`src/rtl/sorted_priority_queue_macros.svh`:
```
// Assertion macros used by the sorted priority queue module.
`ifndef SORTED_PRIORITY_QUEUE_MACROS_SVH
`define SORTED_PRIORITY_QUEUE_MACROS_SVH

// Same-cycle implication, sampled on clk and disabled while reset is held.
`define SPQ_ASSERT_IMPL(label, ante, cons) \
    label: assert property (@(posedge clk) disable iff (!rst_n) (ante) |-> (cons)) \
        else $error("sorted_priority_queue: assertion failed");

// Next-cycle implication, sampled on clk and disabled while reset is held.
`define SPQ_ASSERT_NEXT(label, ante, cons) \
    label: assert property (@(posedge clk) disable iff (!rst_n) (ante) |=> (cons)) \
        else $error("sorted_priority_queue: assertion failed");

`endif

```
`src/rtl/spq_pkg.sv`:
```
`timescale 1ns / 1ps
// Types and constants shared by the sorted priority queue modules.
package spq_pkg;

    localparam int COORD_W = 8;
    localparam int COST_W  = 14;
    localparam int OCC_W   = 7;
    localparam int OP_W    = 3;
    localparam int STAT_W  = 2;

    localparam logic [COST_W-1:0] COST_MAX = 14'd10000;

    localparam logic [OP_W-1:0] OP_ENQUEUE  = 3'd0;
    localparam logic [OP_W-1:0] OP_DEQUEUE  = 3'd1;
    localparam logic [OP_W-1:0] OP_REMOVE   = 3'd2;
    localparam logic [OP_W-1:0] OP_CONTAINS = 3'd3;
    localparam logic [OP_W-1:0] OP_FLUSH    = 3'd4;

    localparam logic [STAT_W-1:0] STAT_OK        = 2'd0;
    localparam logic [STAT_W-1:0] STAT_EMPTY     = 2'd1;
    localparam logic [STAT_W-1:0] STAT_FULL      = 2'd2;
    localparam logic [STAT_W-1:0] STAT_NOT_FOUND = 2'd3;

    typedef enum logic [1:0] {
        S_IDLE,
        S_SCAN,
        S_HOLD
    } spq_state_t;

    typedef struct packed {
        logic [OP_W-1:0]    operation;
        logic [COORD_W-1:0] tile_x;
        logic [COORD_W-1:0] tile_y;
        logic [COST_W-1:0]  cost;
    } spq_cmd_t;

    typedef struct packed {
        logic [COORD_W-1:0] out_x;
        logic [COORD_W-1:0] out_y;
        logic [COST_W-1:0]  out_cost;
        logic               found;
        logic [STAT_W-1:0]  status;
        logic [OCC_W-1:0]   occupancy;
    } spq_rsp_t;

    typedef struct packed {
        logic insert;
        logic take_next;
    } spq_cell_ctrl_t;

endpackage

```
`src/rtl/spq_cell.sv`:
```
`timescale 1ns / 1ps
// One slot of the sorted chain: holds an entry and trades it with its neighbours.
module spq_cell #(
    parameter int CW = 8
) (
    input  logic                         clk,
    input  spq_pkg::spq_cell_ctrl_t      ctrl,
    input  logic                         occupied,
    input  logic [CW-1:0]                ins_x,
    input  logic [CW-1:0]                ins_y,
    input  logic [spq_pkg::COST_W-1:0]   ins_cost,
    input  logic [CW-1:0]                key_x,
    input  logic [CW-1:0]                key_y,
    input  logic                         prev_gt,
    input  logic [CW-1:0]                prev_x,
    input  logic [CW-1:0]                prev_y,
    input  logic [spq_pkg::COST_W-1:0]   prev_cost,
    input  logic [CW-1:0]                next_x,
    input  logic [CW-1:0]                next_y,
    input  logic [spq_pkg::COST_W-1:0]   next_cost,
    output logic [CW-1:0]                x,
    output logic [CW-1:0]                y,
    output logic [spq_pkg::COST_W-1:0]   cost,
    output logic                         gt,
    output logic                         match
);

    logic [CW-1:0]              x_reg;
    logic [CW-1:0]              x_next;
    logic [CW-1:0]              y_reg;
    logic [CW-1:0]              y_next;
    logic [spq_pkg::COST_W-1:0] cost_reg;
    logic [spq_pkg::COST_W-1:0] cost_next;

    // The new entry goes behind every stored entry of strictly lower cost.
    assign gt    = occupied && (ins_cost > cost_reg);
    assign match = occupied && (x_reg == key_x) && (y_reg == key_y);

    assign x    = x_reg;
    assign y    = y_reg;
    assign cost = cost_reg;

    always_comb
    begin
        x_next    = x_reg;
        y_next    = y_reg;
        cost_next = cost_reg;
        priority if (ctrl.insert)
        begin
            // Cells ahead of the insertion point keep their entry; the first
            // cell past it takes the new entry and the rest move back one.
            if (!gt)
            begin
                if (prev_gt)
                begin
                    x_next    = ins_x;
                    y_next    = ins_y;
                    cost_next = ins_cost;
                end
                else
                begin
                    x_next    = prev_x;
                    y_next    = prev_y;
                    cost_next = prev_cost;
                end
            end
        end
        else if (ctrl.take_next)
        begin
            x_next    = next_x;
            y_next    = next_y;
            cost_next = next_cost;
        end
        else
        begin
            x_next    = x_reg;
            y_next    = y_reg;
            cost_next = cost_reg;
        end
    end

    always_ff @(posedge clk)
    begin
        x_reg    <= x_next;
        y_reg    <= y_next;
        cost_reg <= cost_next;
    end

endmodule

```
`config.mk`:
```
export PLATFORM = sky130hd
export DESIGN_NAME = spq_cell
export DESIGN_NICKNAME = d
export VERILOG_FILES = /design/src/rtl/sorted_priority_queue_macros.svh /design/src/rtl/spq_pkg.sv /design/src/rtl/spq_cell.sv
export SDC_FILE = /design/constraint.sdc
export NUM_CORES = 1
export LEC_CHECK = 0
export BUFFER_PORTS_ARGS = -buffer_cell sky130_fd_sc_hd__buf_2
export CAP_MARGIN = 20
export CORE_MARGIN = 2
export CORE_UTILIZATION = 30
export DETAILED_ROUTE_END_ITERATION = 6
export SETUP_SLACK_MARGIN = 0.3
export SLEW_MARGIN = 20
export SYNTH_ARGS = -nofsm -noshare
export SYNTH_HDL_FRONTEND = slang
export SYNTH_SLANG_ARGS = --single-unit
```
`constraint.sdc`:
```
create_clock -name clk -period 4.45 [get_ports clk]
set_clock_uncertainty 0.05 [all_clocks]
set_input_delay 0.89 -clock clk [delete_from_list [all_inputs] [get_ports clk]]
set_output_delay 0.89 -clock clk [all_outputs]
set_load 0.02 [all_outputs]
```
After elaboration in Yosys (flattened, before gate mapping) --
Index checks and enable logic that the tools add are counted.
Word-level totals: register bits 30, output and inout port bits 32, bits of input ports 111, word-level logic and storage cells 24
Cells by class: magnitude comparators 1, multiplexer cells 12, reductions and logical operators 5, eq/ne operators 3
Operators with widths (number):
- 8-bit two-way mux | 8
- 14-bit two-way mux | 4
- 8-bit == test | 2
- 14-bit greater-than comparator | 1
- 1-bit logical AND | 3
- 2-bit != test, second input constant | 1
- 2-bit AND reduction | 1
- 2-bit nonzero test | 1

Depth between registers and ports, before layout --
depth in word-level cells 4, gate-level depth with buffers 6, mapped depth without buffers 6

Least setup slack after synthesis --
No wires, ideal clock.
kind input port to flip-flop, from input ins_cost[13] (netlist name), to register cost_reg (netlist bit cost[0]), enable pin, buffers on the path 0, data required time 4.011 ns, cell stages on the path 5, data arrival time 2.620 ns, slack 1.390 ns, path through ha_1 > nand4_1 > o41ai_1 > and2_1 > a221o_1
Between the ends: word-level cells in the longest chain between the ends 4
Ends and longest elaborated chain:
- start: declaration | RTL line spq_cell.sv:11 | input logic [spq_pkg::COST_W-1:0] ins_cost,
- 14-bit greater-than comparator | RTL line spq_cell.sv:36 | assign gt = occupied && (ins_cost > cost_reg);
- 1-bit logical AND | RTL line spq_cell.sv:36
- 2-bit != test (no source line)
- 2-bit AND reduction (no source line)
- end signal: assignment | RTL line spq_cell.sv:86 | cost_reg <= cost_next;
- end: declaration | RTL line spq_cell.sv:32 | logic [spq_pkg::COST_W-1:0] cost_reg;
No other way between the ends. A chain may end at the register's enable or synchronous reset.

Worst setup path after layout --
from input ins_cost[5] (netlist name), to output gt
Between the ends: word-level cells in the longest chain between the ends 2
Ends and longest elaborated chain:
- 14-bit greater-than comparator | RTL line spq_cell.sv:36
- 1-bit logical AND | RTL line spq_cell.sv:36
- end: declaration | RTL line spq_cell.sv:24 | output logic gt,
No other way between the ends.

==> impl_metrics.toml <==
[floorplan]
ios = 143
dieArea_mm2 = 0.007557
start_util_pct = 30.71
fp.dieW_um = 86.93
die_h_um = 86.93
rows = 30
core_mm2 = 0.006719

[worst_setup_path]
path_class = "primary input to output pin"
reg2reg_depth = 7
reg2reg_from = "cost[9]$_DFFE_PP_"
cp-start-kind = "primary input"
max_stage_delay_ns = 0.32
crit_fanout = 3
critPathTopFamily = "compound AO/OA/AOI/OAI gates"
cp-end-kind = "output pin"
reg2reg_to = "y[2]$_DFFE_PP_"
critPathMostFrequentCell = "buf_2"
crit_buf_inv = 2
crit_slowest_cell = "ha_1"
r2r_slack_ns = 1.85
critPathRequiredTime_ns = 3.51
crit_chain = "buf_2 > ha_1 > nand4_1 > o21bai_1 > a311o_1 > a21oi_1 > buf_2"
startpoint = "ins_cost[5]"
arrival_ns = 2.24

[cells_and_area]
final_layout_size_suffix_gt1_share_pct = 43.68
antenna_cells = 0
final_util_pct = 44.13
largest_reg_flops = 14
nets = 472
syn2layout_area_growth_pct = 43.72

[cts]
clk_pin_slew_ns = 0.07
cts_buffers = 5
ctsResizeCount = 0
clock_latency_ns = 0.28
clock_sinks = 30
cts_tree = "done"
cts_buffer_depth = 2
holdBufCountCts = 0
root_buffer = "clkbuf_8"
postCtsSetupBuffers = 0
htree_num_levels = 2

[status]
status = "finished, final reports clean"

[sta]
tightest_slew_ns = 0.9124
fin_hold_ws_ns = 0.8745
drv_slew = 0
layout_setup_ws_ns = 1.275
finalSetupViolations = 0
max_slew_margin_pct = 39.18
rsz0062_at_grt = "no"
period_minus_slack_ns = 3.175
fmax_ghz = 0.3149
tns_ns = 0
final_hold_viol_count = 0
fin_crit_sh_pct = 71.36

[synthesis]
netlist_instances = 207
yosysSeqAreaShare_pct = 43.66
synth_xor_area_share_pct = 6.792
syn-cell-area_mm2 = 0.002063
synthesis.nets = 332
yosysWarnings = 0
ys_seq_elements = 30
synth-compound-area-share_pct = 11.95
synth_top_family_by_area = "multiplexers"
yosysUniqueCellTypes = 23
synth.avg_cell_area_um2 = 9.967
synth-adder-area-share_pct = 8.490
yosys.area_share.simple_pct = 9.460
synthMuxAreaShare_pct = 14.55

[global_route]
grt_pass1_vias = 1806
overflow = 0
grt_pass1_wl_mm = 8.135
antenna_found_initial = 0
track_usage_pct = 14.18
grt_max_degree = 61

[pwr]
power_frac_clock_pct = 29.4
seq_power_share_pct = 41.2
p_sw_mw = 0.2703
p_comb_share_pct = 29.4
power_mw = 0.9090
switching_share_pct = 29.74
p_int_mw = 0.6387
leakage_nw = 1.497
power_density_mw_per_mm2 = 306.5
ir_drop_mv = 0.1240

[hold_path]
min_from = "next_cost[4]"
hold_depth = 3
hp-class = "primary input to flop"
worstHoldEndpoint = "cost[4]$_DFFE_PP_"

[placed_design]
io_buffers = 142
place_hpwl_mm = 4.430
dp_slack_ns = 1.208
finalWeightedCongestion = 0.8050

[detailed_routing]
ant_nets = 0
drc = 0
drt_pre_antenna_iters = 4
wl_mm = 5.461
avgRoutedWirePerCell_um = 12.76
via_count = 1962
drt_iter0_markers = 35
avgViaCountPerCell = 4.584

[run]
max_cap_violations = 0
[final cells by class]
class | count | area [um2]
Timing Repair Buffer | 144 | 738.2
Fill cell | 688 | 3754
Tap cell | 80 | 100.1
Sequential cell | 30 | 900.9
Clock inverter | 3 | 40.04
Multi-Input combinational cell | 150 | 1057
Inverter | 16 | 60.06
Clock buffer | 5 | 68.82
[kinds of logic after synthesis]
| group | count (synthesis) |
|---|---|
| compound gates | 45 |
| xor+xnor | 16 |
| fa+ha+maj | 14 |
| buf+inv | 27 |
| flops | 30 |
| mux | 30 |
| simple gates | 45 |
[cell usage in the layout, fill, tap and decap left out, types with 2 or more instances in the layout]
cell and count:
buf_2 142, a21oi_1 37, mux2i_1 30, nor2_1 30, edfxtp_1 30, inv_1 16
ha_1 14, xnor2_1 12, nand4_1 6, clkbuf_8 5, nand2_1 4, xor2_1 4
o21ai_0 2, nor4_1 2, clkinv_2 2
[cells in the mapped netlist]
cell type,count,area (um2)
and2_1,1,6.260
o41ai_1,1,8.760
buf_2,3,15.01
mux2i_1,30,300.3
o21ai_0,2,10.01
a311o_1,1,10.01
nand4_1,6,37.54
clkbuf_1,8,30.03
ha_1,14,175.2
xnor2_1,12,105.1
inv_1,16,60.06
xor2_1,4,35.03
a21o_1,1,7.510
nand2_1,4,15.01
a21oi_1,37,185.2
edfxtp_1,30,900.9
a221o_1,1,10.01
nor4_1,2,12.51
nor2_1,30,112.6
a211oi_1,1,7.510
nand3_1,1,5.000
o21bai_1,1,7.510
nor2b_1,1,6.260
[per-stage QoR]
stage	area [um2]	instances
after floorplan	2063	207
after global placement	2856	420
after detailed placement	2856	420
after CTS	2965	428
after global routing	2965	428
final	2965	428
[worst max path at each step]
stage          slack [ns]                 end  cells after the start
2_1_floorplan        1.39   cost[0]$_DFFE_PP_                      5
3_3_place_gp         1.27  cost[11]$_DFFE_PP_                      7
3_5_place_dp         1.21  cost[10]$_DFFE_PP_                      7
4_1_cts              1.25                  gt                      7
5_1_grt              1.17                  gt                      7
6_report             1.27                  gt                      7
[layer usage]
metal  wire, um  GRT usage, %
met3        337         3.791
met2       2714         24.91
met5          0             0
met4         55         4.119
met1       2353         16.92
[power by group through the flow]
stage               sequential, mW  combinational (mW)  clock, mW
floorplan                    0.420               0.115          0
global placement             0.381               0.267          0
detailed placement           0.382               0.271          0
CTS                          0.376               0.272      0.276
global route                 0.379               0.297      0.293
finish                       0.375               0.267      0.267
[worst reg2reg max path: cells and delay by family (launching register included)]
kind / cells / cell delay, ns
buffers and inverters: 2 / 0.31
AO/OA/AOI/OAI: 2 / 0.94
AND/OR/NAND/NOR: 2 / 0.35
adder cells (fa/ha/maj): 1 / 0.31
flip-flops: 1 / 0.35
Power figures use the tool's default switching activity.
